$ cat config.mk
export PLATFORM = sky130hd
export DESIGN_NAME = websocket_frame_receiver
export DESIGN_NICKNAME = d
export VERILOG_FILES = /design/src/rtl/wsfr_pkg.sv /design/src/rtl/wsfr_in_reg.sv /design/src/rtl/wsfr_parser.sv /design/src/rtl/wsfr_out_reg.sv /design/src/rtl/websocket_frame_receiver.sv
export VERILOG_INCLUDE_DIRS = /design/src /design/src/rtl
export SDC_FILE = /design/constraint.sdc
export NUM_CORES = 1
export LEC_CHECK = 0
export BUFFER_PORTS_ARGS = -buffer_cell sky130_fd_sc_hd__clkbuf_2
export CORE_UTILIZATION = 52
export CTS_BUF_LIST = sky130_fd_sc_hd__clkbuf_4
export CTS_CLUSTER_DIAMETER = 40
export DETAILED_ROUTE_END_ITERATION = 12
export PLACE_DENSITY = 0.74
export SYNTH_ARGS = -nofsm -noshare
export SYNTH_HDL_FRONTEND = slang
export SYNTH_SLANG_ARGS = --single-unit
export TNS_END_PERCENT = 5
$ cat constraint.sdc
create_clock -name clk -period 13.5 [get_ports clk]
set_input_delay 0.675 -clock clk [delete_from_list [all_inputs] [get_ports clk]]
set_output_delay 0.675 -clock clk [all_outputs]
set_load 0.02 [all_outputs]
$ cat src/rtl/websocket_frame_receiver_macros.svh
// ----------------------------------------------------------------------------
// WebSocket frame receiver assertion macros
// Shared property wrappers, clocked on clk and disabled while rst_n is low.
// ----------------------------------------------------------------------------
`ifndef WEBSOCKET_FRAME_RECEIVER_MACROS_SVH
`define WEBSOCKET_FRAME_RECEIVER_MACROS_SVH

// The consequent must hold in the same cycle as the antecedent.
`define WSFR_ASSERT_NOW(lbl, ante, cons, msg) \
  lbl: assert property (@(posedge clk) disable iff (!rst_n) (ante) |-> (cons)) \
    else $error(msg);

// The consequent must hold in the cycle after the antecedent.
`define WSFR_ASSERT_NEXT(lbl, ante, cons, msg) \
  lbl: assert property (@(posedge clk) disable iff (!rst_n) (ante) |=> (cons)) \
    else $error(msg);

`endif

$ cat src/rtl/wsfr_pkg.sv
// ----------------------------------------------------------------------------
// WebSocket frame receiver package
// Widths, result kinds, register map and the result record.
// ----------------------------------------------------------------------------
package wsfr_pkg;

  // Width of the kept frame length and of the byte counter (16 to 64).
  localparam int LEN_WIDTH = 64;

  localparam int BYTE_W = 8;
  localparam int CFG_ADDR_W = 3;
  localparam int CFG_DATA_W = 32;

  // Register index decoded from the word address bit.
  localparam logic REG_EXT_BYTES = 1'b0;

  // Result kinds.
  typedef enum logic [1:0] {
    KIND_DATA  = 2'd0,
    KIND_EMPTY = 2'd1,
    KIND_CLOSE = 2'd2,
    KIND_ERROR = 2'd3
  } wsfr_kind_t;

  // One result word as produced by the parser.
  typedef struct packed {
    logic              valid;
    wsfr_kind_t        kind;
    logic [BYTE_W-1:0] data_byte;
    logic              is_binary;
    logic              last;
  } wsfr_result_t;

endpackage

$ cat src/rtl/wsfr_in_reg.sv
// ----------------------------------------------------------------------------
// WebSocket frame receiver input stage
// Skid buffer: a main register feeding the parser and a spare register, so
// that the ready toward the link is a plain flop.
// ----------------------------------------------------------------------------
module wsfr_in_reg
  import wsfr_pkg::*;
(
  input  logic              clk,
  input  logic              rst_n,
  input  logic              in_tvalid,
  output logic              in_tready,
  input  logic [BYTE_W-1:0] in_tdata,
  output logic              byte_valid,
  output logic [BYTE_W-1:0] byte_data,
  input  logic              byte_take
);

  logic              main_valid_r;
  logic [BYTE_W-1:0] main_byte_r;
  logic              skid_valid_r;
  logic [BYTE_W-1:0] skid_byte_r;
  logic              accept;

  assign in_tready  = !skid_valid_r;
  assign accept     = in_tvalid && in_tready;
  assign byte_valid = main_valid_r;
  assign byte_data  = main_byte_r;

  // Main register refills from the spare word first, then from the link.
  always_ff @(posedge clk) begin
    if (!rst_n) begin
      main_valid_r <= 1'b0;
      skid_valid_r <= 1'b0;
    end else if (byte_take || !main_valid_r) begin
      if (skid_valid_r) begin
        main_valid_r <= 1'b1;
        skid_valid_r <= 1'b0;
      end else begin
        main_valid_r <= accept;
      end
    end else if (accept) begin
      skid_valid_r <= 1'b1;
    end
  end

  // Payload moves without reset.
  always_ff @(posedge clk) begin
    if (byte_take || !main_valid_r) begin
      if (skid_valid_r) begin
        main_byte_r <= skid_byte_r;
      end else if (accept) begin
        main_byte_r <= in_tdata;
      end
    end else if (accept) begin
      skid_byte_r <= in_tdata;
    end
  end

endmodule

$ cat src/rtl/wsfr_parser.sv
// ----------------------------------------------------------------------------
// WebSocket frame receiver parser
// Frame state and the single-pass decode of one byte into at most one
// result word.
// ----------------------------------------------------------------------------
`include "websocket_frame_receiver_macros.svh"

module wsfr_parser
  import wsfr_pkg::*;
(
  input  logic              clk,
  input  logic              rst_n,
  input  logic [BYTE_W-1:0] ext_bytes,
  input  logic              byte_valid,
  input  logic [BYTE_W-1:0] byte_data,
  output logic              byte_take,
  input  logic              slot_free,
  output wsfr_result_t      res
);

  typedef enum logic [2:0] {
    PH_HDR0    = 3'd0,
    PH_HDR1    = 3'd1,
    PH_LEN16   = 3'd2,
    PH_LEN64   = 3'd3,
    PH_KEY     = 3'd4,
    PH_PAYLOAD = 3'd5
  } phase_t;

  localparam logic [6:0] LEN7_EXT16 = 7'd126;
  localparam logic [6:0] LEN7_EXT64 = 7'd127;
  localparam logic [3:0] LAST_LEN16 = 4'd1;
  localparam logic [3:0] LAST_LEN64 = 4'd7;
  localparam logic [3:0] LAST_KEY   = 4'd3;
  localparam logic [3:0] OP_BINARY  = 4'd2;
  localparam logic [3:0] OP_CLOSE   = 4'd8;

  phase_t               phase_r, phase_nxt;
  logic                 closed_r, closed_nxt;
  logic [BYTE_W-1:0]    hdr_high_r, hdr_high_nxt;
  logic                 fin_r, fin_nxt;
  logic [3:0]           opcode_r, opcode_nxt;
  logic                 mask_r, mask_nxt;
  logic [LEN_WIDTH-1:0] flen_r, flen_nxt;
  logic [31:0]          key_r, key_nxt;
  logic [LEN_WIDTH-1:0] cnt_r, cnt_nxt;

  logic                 len_known;
  logic                 arm;
  logic [LEN_WIDTH-1:0] arm_len;
  logic [LEN_WIDTH-1:0] ext_wide;
  logic                 do_finish;
  logic [LEN_WIDTH-1:0] shifted_len;
  logic [LEN_WIDTH:0]   idx_inc;
  logic                 is_last;
  logic [BYTE_W-1:0]    key_byte;
  logic                 deliver;

  assign byte_take   = byte_valid && slot_free;
  assign ext_wide    = LEN_WIDTH'(ext_bytes);
  assign shifted_len = {flen_r[LEN_WIDTH-BYTE_W-1:0], byte_data};
  assign idx_inc     = {1'b0, cnt_r} + (LEN_WIDTH+1)'(1);
  assign is_last     = idx_inc >= {1'b0, flen_r};
  assign deliver     = !opcode_r[3] && fin_r && (cnt_r >= ext_wide);

  // Key byte for this payload position; the first key byte received is the
  // most significant one.
  always_comb begin
    unique case (cnt_r[1:0])
      2'd0:    key_byte = key_r[31:24];
      2'd1:    key_byte = key_r[23:16];
      2'd2:    key_byte = key_r[15:8];
      default: key_byte = key_r[7:0];
    endcase
  end

  // Decode of one byte.
  always_comb begin
    phase_nxt    = phase_r;
    closed_nxt   = closed_r;
    hdr_high_nxt = hdr_high_r;
    fin_nxt      = fin_r;
    opcode_nxt   = opcode_r;
    mask_nxt     = mask_r;
    flen_nxt     = flen_r;
    key_nxt      = key_r;
    cnt_nxt      = cnt_r;
    len_known    = 1'b0;
    arm          = 1'b0;
    arm_len      = flen_r;
    do_finish    = 1'b0;
    res          = '0;

    if (byte_take && !closed_r) begin
      unique case (phase_r)
        PH_HDR0: begin
          hdr_high_nxt = byte_data;
          phase_nxt    = PH_HDR1;
        end
        PH_HDR1: begin
          fin_nxt    = hdr_high_r[7];
          opcode_nxt = hdr_high_r[3:0];
          mask_nxt   = byte_data[7];
          flen_nxt   = '0;
          cnt_nxt    = '0;
          if (byte_data[6:0] == LEN7_EXT16) begin
            phase_nxt = PH_LEN16;
          end else if (byte_data[6:0] == LEN7_EXT64) begin
            phase_nxt = PH_LEN64;
          end else begin
            len_known = 1'b1;
            flen_nxt  = LEN_WIDTH'(byte_data[6:0]);
            arm_len   = LEN_WIDTH'(byte_data[6:0]);
          end
        end
        PH_LEN16, PH_LEN64: begin
          flen_nxt = shifted_len;
          arm_len  = shifted_len;
          cnt_nxt  = cnt_r + LEN_WIDTH'(1);
          if (cnt_r[3:0] == ((phase_r == PH_LEN16) ? LAST_LEN16 : LAST_LEN64)) begin
            len_known = 1'b1;
          end
        end
        PH_KEY: begin
          key_nxt = {key_r[23:0], byte_data};
          cnt_nxt = cnt_r + LEN_WIDTH'(1);
          if (cnt_r[3:0] == LAST_KEY) begin
            arm = 1'b1;
          end
        end
        PH_PAYLOAD: begin
          cnt_nxt = idx_inc[LEN_WIDTH-1:0];
          if (deliver) begin
            if (is_last) begin
              phase_nxt = PH_HDR0;
              cnt_nxt   = '0;
            end
            res.valid     = 1'b1;
            res.kind      = KIND_DATA;
            res.data_byte = mask_r ? (byte_data ^ key_byte) : byte_data;
            res.is_binary = (opcode_r == OP_BINARY);
            res.last      = is_last;
          end else if (is_last) begin
            do_finish = 1'b1;
          end
        end
        default: begin
          phase_nxt = PH_HDR0;
          cnt_nxt   = '0;
        end
      endcase

      // Length known: a masked frame goes on to the key.
      if (len_known) begin
        cnt_nxt = '0;
        if (mask_nxt) begin
          phase_nxt = PH_KEY;
        end else begin
          arm = 1'b1;
        end
      end

      // Start the payload, with the length raised to the extension count, or finish a frame that has no bytes.
      if (arm) begin
        cnt_nxt  = '0;
        flen_nxt = (arm_len < ext_wide) ? ext_wide : arm_len;
        if ((arm_len == '0) && (ext_bytes == '0)) begin
          do_finish = 1'b1;
        end else begin
          phase_nxt = PH_PAYLOAD;
        end
      end

      // Frame end without a delivered byte.
      if (do_finish) begin
        phase_nxt = PH_HDR0;
        cnt_nxt   = '0;
        res.valid = 1'b1;
        res.last  = 1'b1;
        if (opcode_nxt[3]) begin
          closed_nxt = 1'b1;
          res.kind   = (opcode_nxt == OP_CLOSE) ? KIND_CLOSE : KIND_ERROR;
        end else if (!fin_nxt) begin
          closed_nxt = 1'b1;
          res.kind   = KIND_ERROR;
        end else begin
          res.kind      = KIND_EMPTY;
          res.is_binary = (opcode_nxt == OP_BINARY);
        end
      end
    end
  end

  // Frame state.
  always_ff @(posedge clk) begin
    if (!rst_n) begin
      phase_r    <= PH_HDR0;
      closed_r   <= 1'b0;
      hdr_high_r <= '0;
      fin_r      <= 1'b0;
      opcode_r   <= '0;
      mask_r     <= 1'b0;
      flen_r     <= '0;
      key_r      <= '0;
      cnt_r      <= '0;
    end else begin
      phase_r    <= phase_nxt;
      closed_r   <= closed_nxt;
      hdr_high_r <= hdr_high_nxt;
      fin_r      <= fin_nxt;
      opcode_r   <= opcode_nxt;
      mask_r     <= mask_nxt;
      flen_r     <= flen_nxt;
      key_r      <= key_nxt;
      cnt_r      <= cnt_nxt;
    end
  end

  // Once closed, the block stays closed until reset.
  `WSFR_ASSERT_NEXT(a_closed_sticky, closed_r, closed_r, "closed flag cleared without reset")
  // Close and error results shut the block down.
  `WSFR_ASSERT_NEXT(a_close_sets_closed,
    res.valid && (res.kind == KIND_CLOSE || res.kind == KIND_ERROR),
    closed_r, "close or error did not set closed")
  // Every result other than a payload byte ends its frame.
  `WSFR_ASSERT_NOW(a_event_last, res.valid && res.kind != KIND_DATA, res.last,
    "frame event without last mark")
  // A frame in its payload always has bytes left.
  `WSFR_ASSERT_NOW(a_payload_left, phase_r == PH_PAYLOAD, cnt_r < flen_r,
    "payload phase with no bytes left")

endmodule

$ cat src/rtl/wsfr_out_reg.sv
// ----------------------------------------------------------------------------
// WebSocket frame receiver output register
// Holds one result word until the sink takes it.
// ----------------------------------------------------------------------------
module wsfr_out_reg
  import wsfr_pkg::*;
(
  input  logic              clk,
  input  logic              rst_n,
  input  wsfr_result_t      res,
  output logic              slot_free,
  output logic              out_tvalid,
  input  logic              out_tready,
  output logic [BYTE_W-1:0] out_tdata,
  output logic [2:0]        out_tuser,
  output logic              out_tlast
);

  logic         out_valid_r;
  wsfr_result_t res_r;

  assign slot_free  = !out_valid_r || out_tready;
  assign out_tvalid = out_valid_r;
  assign out_tdata  = res_r.data_byte;
  assign out_tuser  = {res_r.is_binary, res_r.kind};
  assign out_tlast  = res_r.last;

  // Valid flag follows the parser whenever the slot is free.
  always_ff @(posedge clk) begin
    if (!rst_n) begin
      out_valid_r <= 1'b0;
    end else if (slot_free) begin
      out_valid_r <= res.valid;
    end
  end

  // Result payload.
  always_ff @(posedge clk) begin
    if (slot_free && res.valid) begin
      res_r <= res;
    end
  end

endmodule

$ cat src/rtl/websocket_frame_receiver.sv
// ----------------------------------------------------------------------------
// WebSocket frame receiver
// Deframes a received byte stream: header, extended length, masking key,
// unmasked payload bytes, and frame events.
//
//   Channel  Direction  Carries
//   in_      sink       one received byte per word
//   out_     source     payload byte, empty frame, close or error event
//   cfg_     APB slave  extension_bytes at byte address 0
//
// One byte per clock is accepted and decoded while the result register is not
// stalled; a byte passes through the input register, then the result register.
// The decode is a single pass through the frame state; the 64-bit length
// compare sets the critical path.
// rst_n is synchronous; no memory clearing is needed after reset.
// in_tready drops only when the spare input register holds a word because
// the result register is stalled.
// ----------------------------------------------------------------------------
module websocket_frame_receiver
  import wsfr_pkg::*;
(
  input  logic                  clk,
  input  logic                  rst_n,
  // Input stream
  input  logic                  in_tvalid,
  output logic                  in_tready,
  input  logic [BYTE_W-1:0]     in_tdata,   // [7:0] byte_in
  // Result stream
  output logic                  out_tvalid,
  input  logic                  out_tready,
  output logic [BYTE_W-1:0]     out_tdata,  // [7:0] data_byte
  output logic [2:0]            out_tuser,  // [1:0] kind, [2] is_binary
  output logic                  out_tlast,
  // Configuration
  input  logic                  cfg_psel,
  input  logic                  cfg_penable,
  input  logic                  cfg_pwrite,
  input  logic [CFG_ADDR_W-1:0] cfg_paddr,
  input  logic [CFG_DATA_W-1:0] cfg_pwdata,
  output logic [CFG_DATA_W-1:0] cfg_prdata,
  output logic                  cfg_pready
);

  logic              ext_sel;
  logic [BYTE_W-1:0] ext_val_r;
  logic              cfg_wr;
  logic              byte_valid;
  logic [BYTE_W-1:0] byte_data;
  logic              byte_take;
  logic              slot_free;
  wsfr_result_t      res;

  // Configuration register.
  assign cfg_pready = 1'b1;
  assign cfg_wr     = cfg_psel && cfg_penable && cfg_pwrite && cfg_pready;
  assign ext_sel    = (cfg_paddr[2] == REG_EXT_BYTES);
  assign cfg_prdata = ext_sel ? CFG_DATA_W'(ext_val_r) : '0;

  always_ff @(posedge clk) begin
    if (!rst_n) begin
      ext_val_r <= '0;
    end else if (cfg_wr && ext_sel) begin
      ext_val_r <= cfg_pwdata[BYTE_W-1:0];
    end
  end

  wsfr_in_reg u_in_reg (
    .clk        (clk),
    .rst_n      (rst_n),
    .in_tvalid  (in_tvalid),
    .in_tready  (in_tready),
    .in_tdata   (in_tdata),
    .byte_valid (byte_valid),
    .byte_data  (byte_data),
    .byte_take  (byte_take)
  );

  wsfr_parser u_parser (
    .clk        (clk),
    .rst_n      (rst_n),
    .ext_bytes  (ext_val_r),
    .byte_valid (byte_valid),
    .byte_data  (byte_data),
    .byte_take  (byte_take),
    .slot_free  (slot_free),
    .res        (res)
  );

  wsfr_out_reg u_out_reg (
    .clk        (clk),
    .rst_n      (rst_n),
    .res        (res),
    .slot_free  (slot_free),
    .out_tvalid (out_tvalid),
    .out_tready (out_tready),
    .out_tdata  (out_tdata),
    .out_tuser  (out_tuser),
    .out_tlast  (out_tlast)
  );

endmodule
==> run_results.csv <==
group,metric,value,unit
status,status,"finished, final reports clean",
placement,dp_cells,1795,
synthesis,syn_area,12600,sq um
synthesis,ys_ff_latch,214,
drt,drc,0,
setup_path,crit_fanout,83,
global_route,grt_pass1_wl,53600,um
power_and_ir_drop,p_leak,4.97,nW
timing,fin_crit,7.21,ns
timing,slew_violations,0,
floorplanning,fp.coreArea,23700,sq um
synthesis,synth-seq-area-share,0.361,
clock_network,cts_buffers,59,
clock_network,holdBufCountCts,0,
final_layout,nFillCells,2223,
synthesis,avgSynthCellArea,8.22,sq um
setup_path,critPathRequiredTime,14.08,ns
clock_network,root_buffer,"clkbuf_4",
synthesis,async_flop_share,0,
clock_network,insertion_delay,0.69,ns
power_and_ir_drop,p_seq_frac,0.473,
global_route,grt_antenna_before_repair,1,
global_route,grt_pass1_vias,10532,
synthesis,synth.distinct_cells,72,
synthesis,synth_top_area_cell,"dfxtp_1",
global_route,grtUsageTotal,0.269,
timing,fin_tns_setup,0,ns
clock_network,cts_setup_buffers,0,
floorplanning,die_area,24900,sq um
placement,numPortBuffers,45,
clock_network,clock_path_buffers,3,
min_path,hold_path_class,"in -> reg",
clock_network,cts_tree,"done",
synthesis,yosysWarnings,0,
placement,dp_hpwl,22700,um
global_route,grt_overflow,0,
setup_path,r2r_slack,6.29,ns
setup_path,critical_path_class,"reg -> reg",
run,cap_viol_max_count,0,
synthesis,synth_top_flop_cell,"dfxtp_1",
power_and_ir_drop,peakVddDrop,0.0000658,V
final_layout,final_cells,1906,
synthesis,synth_top_area_frac,0.295,
final_layout,nets,1670,
floorplanning,ios,97,
timing,rsz0062_at_grt,"no",
drt,wirelength,32900,um
drt,wl_per_cell,17.3,um
timing,fmax,139,MHz
timing,fin_crit_sh,0.534,
floorplanning,start_util,0.534,
final_layout,drive_gt1_frac,0.117,
synthesis,yosysMostFrequentCell,"nand2_1",
power_and_ir_drop,p_int,0.00103,W
setup_path,cp-start-kind,"flip-flop",
drt,drt_iter0_drc,1025,
timing,setup_viol,0,
power_and_ir_drop,clock_power_share,0.441,
placement,dp_worst_setup_slack,6.43,ns
timing,worst_pin_slew,1.16,ns
synthesis,syn_inst,1538,
synthesis,yosys-top-cells-area,"dfxtp_1, ha_1, nand2_1, edfxtp_1, a21oi_1",
setup_path,critPathCaptureType,"flip-flop",
timing,finalHoldViolations,0,
final_layout,final_util,0.571,
clock_network,clkTransAtPathRegs,0.07,ns
drt,vias,11414,
floorplanning,die_y,158,um
power_and_ir_drop,power.density,103,nW/um^2
final_layout,area_growth,6.90,%
timing,finClkSkew,0.0365,ns
synthesis,synth-edff-count,28,
power_and_ir_drop,p_comb_frac,0.086,
timing,slew-limit-headroom,0.226,
power_and_ir_drop,switching_share,0.265,
floorplanning,die_x,158,um
floorplanning,rows,56,
clock_network,htree_levels,2,
placement,place.gp.congestion,0.924,
global_route,grt_max_degree,89,
clock_network,cts_sinks,214,
timing,timing.final.ws_setup,6.29,ns
drt,drt_first_pass_iters,5,
power_and_ir_drop,switchingPower,0.000370,W
synthesis,synth_commonest_cells,"nand2_1, dfxtp_1, a21oi_1",
drt,antenna_left,0,
drt,viasPerCell,5.99,
clock_network,cts_resized,0,
setup_path,critPathArrivalTime,7.78,ns
[registers in the layout (all words and copies together), names as in the netlist, 3 cells and up]
name	cells
u_parser.opcode_r	4
u_out_reg.out_tuser	3
u_parser.key_r	32
u_out_reg.out_tdata	8
u_parser.hdr_high_r	5
u_parser.flen_r	64
u_in_reg.byte_data	8
u_in_reg.skid_byte_r	8
u_parser.cnt_r	64
ext_val_r	8
u_parser.phase_r	3
[through the flow]
stage	total power (W)	hold WS (ns)	cell area, sq um
final	0.00140	0.187	13500
after global routing	0.00146	0.149	13500
after CTS	0.00141	0.140	13500
after detailed placement	0.000793	0.449	12700
after global placement	0.000792	0.443	12700
after floorplan	0.000773	0.436	12700
[power by group through the flow]
stage	clock, W	combinational, W	sequential [W]
6_report	0.000616	0.000120	0.000661
5_1_grt	0.000666	0.000130	0.000661
4_1_cts	0.000630	0.000119	0.000660
3_5_place_dp	0	0.000118	0.000675
3_3_place_gp	0	0.000117	0.000675
2_1_floorplan	0	0.000105	0.000668
[final cells by class]
cell class | instances | area, sq um | area share
inverter | 82 | 309 | 0.0229
tap | 319 | 399 | 0.0295
multi-input combinational | 1125 | 7130 | 0.528
clock buffer | 97 | 728 | 0.0539
clock inverter | 13 | 76.3 | 0.00565
antenna | 1 | 2.50 | 0.000185
timing repair buffer | 55 | 300 | 0.0222
sequential | 214 | 4560 | 0.338
[cells by family after synthesis]
family / Yosys count / synth area share
and+or+nand+nor: 611 / 0.240
AOI/OAI and AO/OA: 317 / 0.165
buffers and inverters: 222 / 0.0860
DFF: 214 / 0.361
adders and majority gates: 83 / 0.0821
xor gates and xnor gates: 72 / 0.0499
muxes: 17 / 0.0144
other: 2 / 0.000594
[cell usage in the layout, fill, tap and decap left out, types with 3 or more instances in the layout]
cell,synthesis,layout
dfxtp_1,186,186
or3_1,4,4
and2_1,12,12
xor2_1,26,26
a221oi_1,4,4
o22a_1,7,7
nand2b_1,11,10
mux2i_1,8,8
nand2_1,226,226
a22oi_1,7,7
a22o_1,56,56
mux2_2,9,9
edfxtp_1,28,28
xnor2_1,46,46
a31oi_1,27,26
nor3_1,41,40
o211ai_1,8,8
o21a_1,5,5
and4_1,9,9
clkinv_1,0,10
nor2b_1,8,8
a222oi_1,8,8
nor2_1,63,62
a21o_1,5,5
clkbuf_4,0,97
conb_1,2,25
and3_1,14,14
buf_4,32,10
nand3_1,71,71
nand4_1,88,88
a211oi_1,4,4
inv_1,82,81
nor4_1,39,39
clkbuf_2,0,45
a21oi_1,124,124
nand3b_1,3,3
nand4b_1,3,3
ha_1,83,83
o21ai_0,36,36
o21ai_1,5,4
[metal layers]
layer,up-vias,share of wire,GRT usage
li1,5524,-,-
met1,5409,0.45,0.364
met2,415,0.46,0.428
met3,66,0.066,0.0427
met4,0,0.023,0.100
met5,-,0,0
[worst paths after layout]
kind / to / startpoint / cells after the start
worst min register to register: u_parser.key_r[28]$_SDFFE_PN0P_ / u_parser.key_r[28]$_SDFFE_PN0P_ / 2
worst max register to register: u_parser.cnt_r[48]$_SDFFE_PN0P_ / u_parser.cnt_r[1]$_SDFFE_PN0P_ / 19
worst max-delay path: u_parser.cnt_r[48]$_SDFFE_PN0P_ / u_parser.cnt_r[1]$_SDFFE_PN0P_ / 19
worst min-delay path: u_in_reg.skid_byte_r[6]$_DFFE_PP_ / in_tdata[6] / 1
[worst max-delay path: stages (launching register included)]
cell and delay (ns):
dfxtp_1 0.51, ha_1 0.62, nand4_1 0.40, and4bb_2 0.48, nand4_1 0.31, or2_1 0.42
nor2_2 0.23, nand3_1 0.12, xnor2_1 0.32, ha_1 0.32, a21oi_1 0.13, o21ai_0 0.12
a221oi_1 0.30, a21oi_1 0.12, nor4_1 0.85, a21oi_1 0.31, nor4_4 0.21, buf_4 0.71
a21oi_1 0.33, nor3_1 0.23
Power figures use the tool's default switching activity.
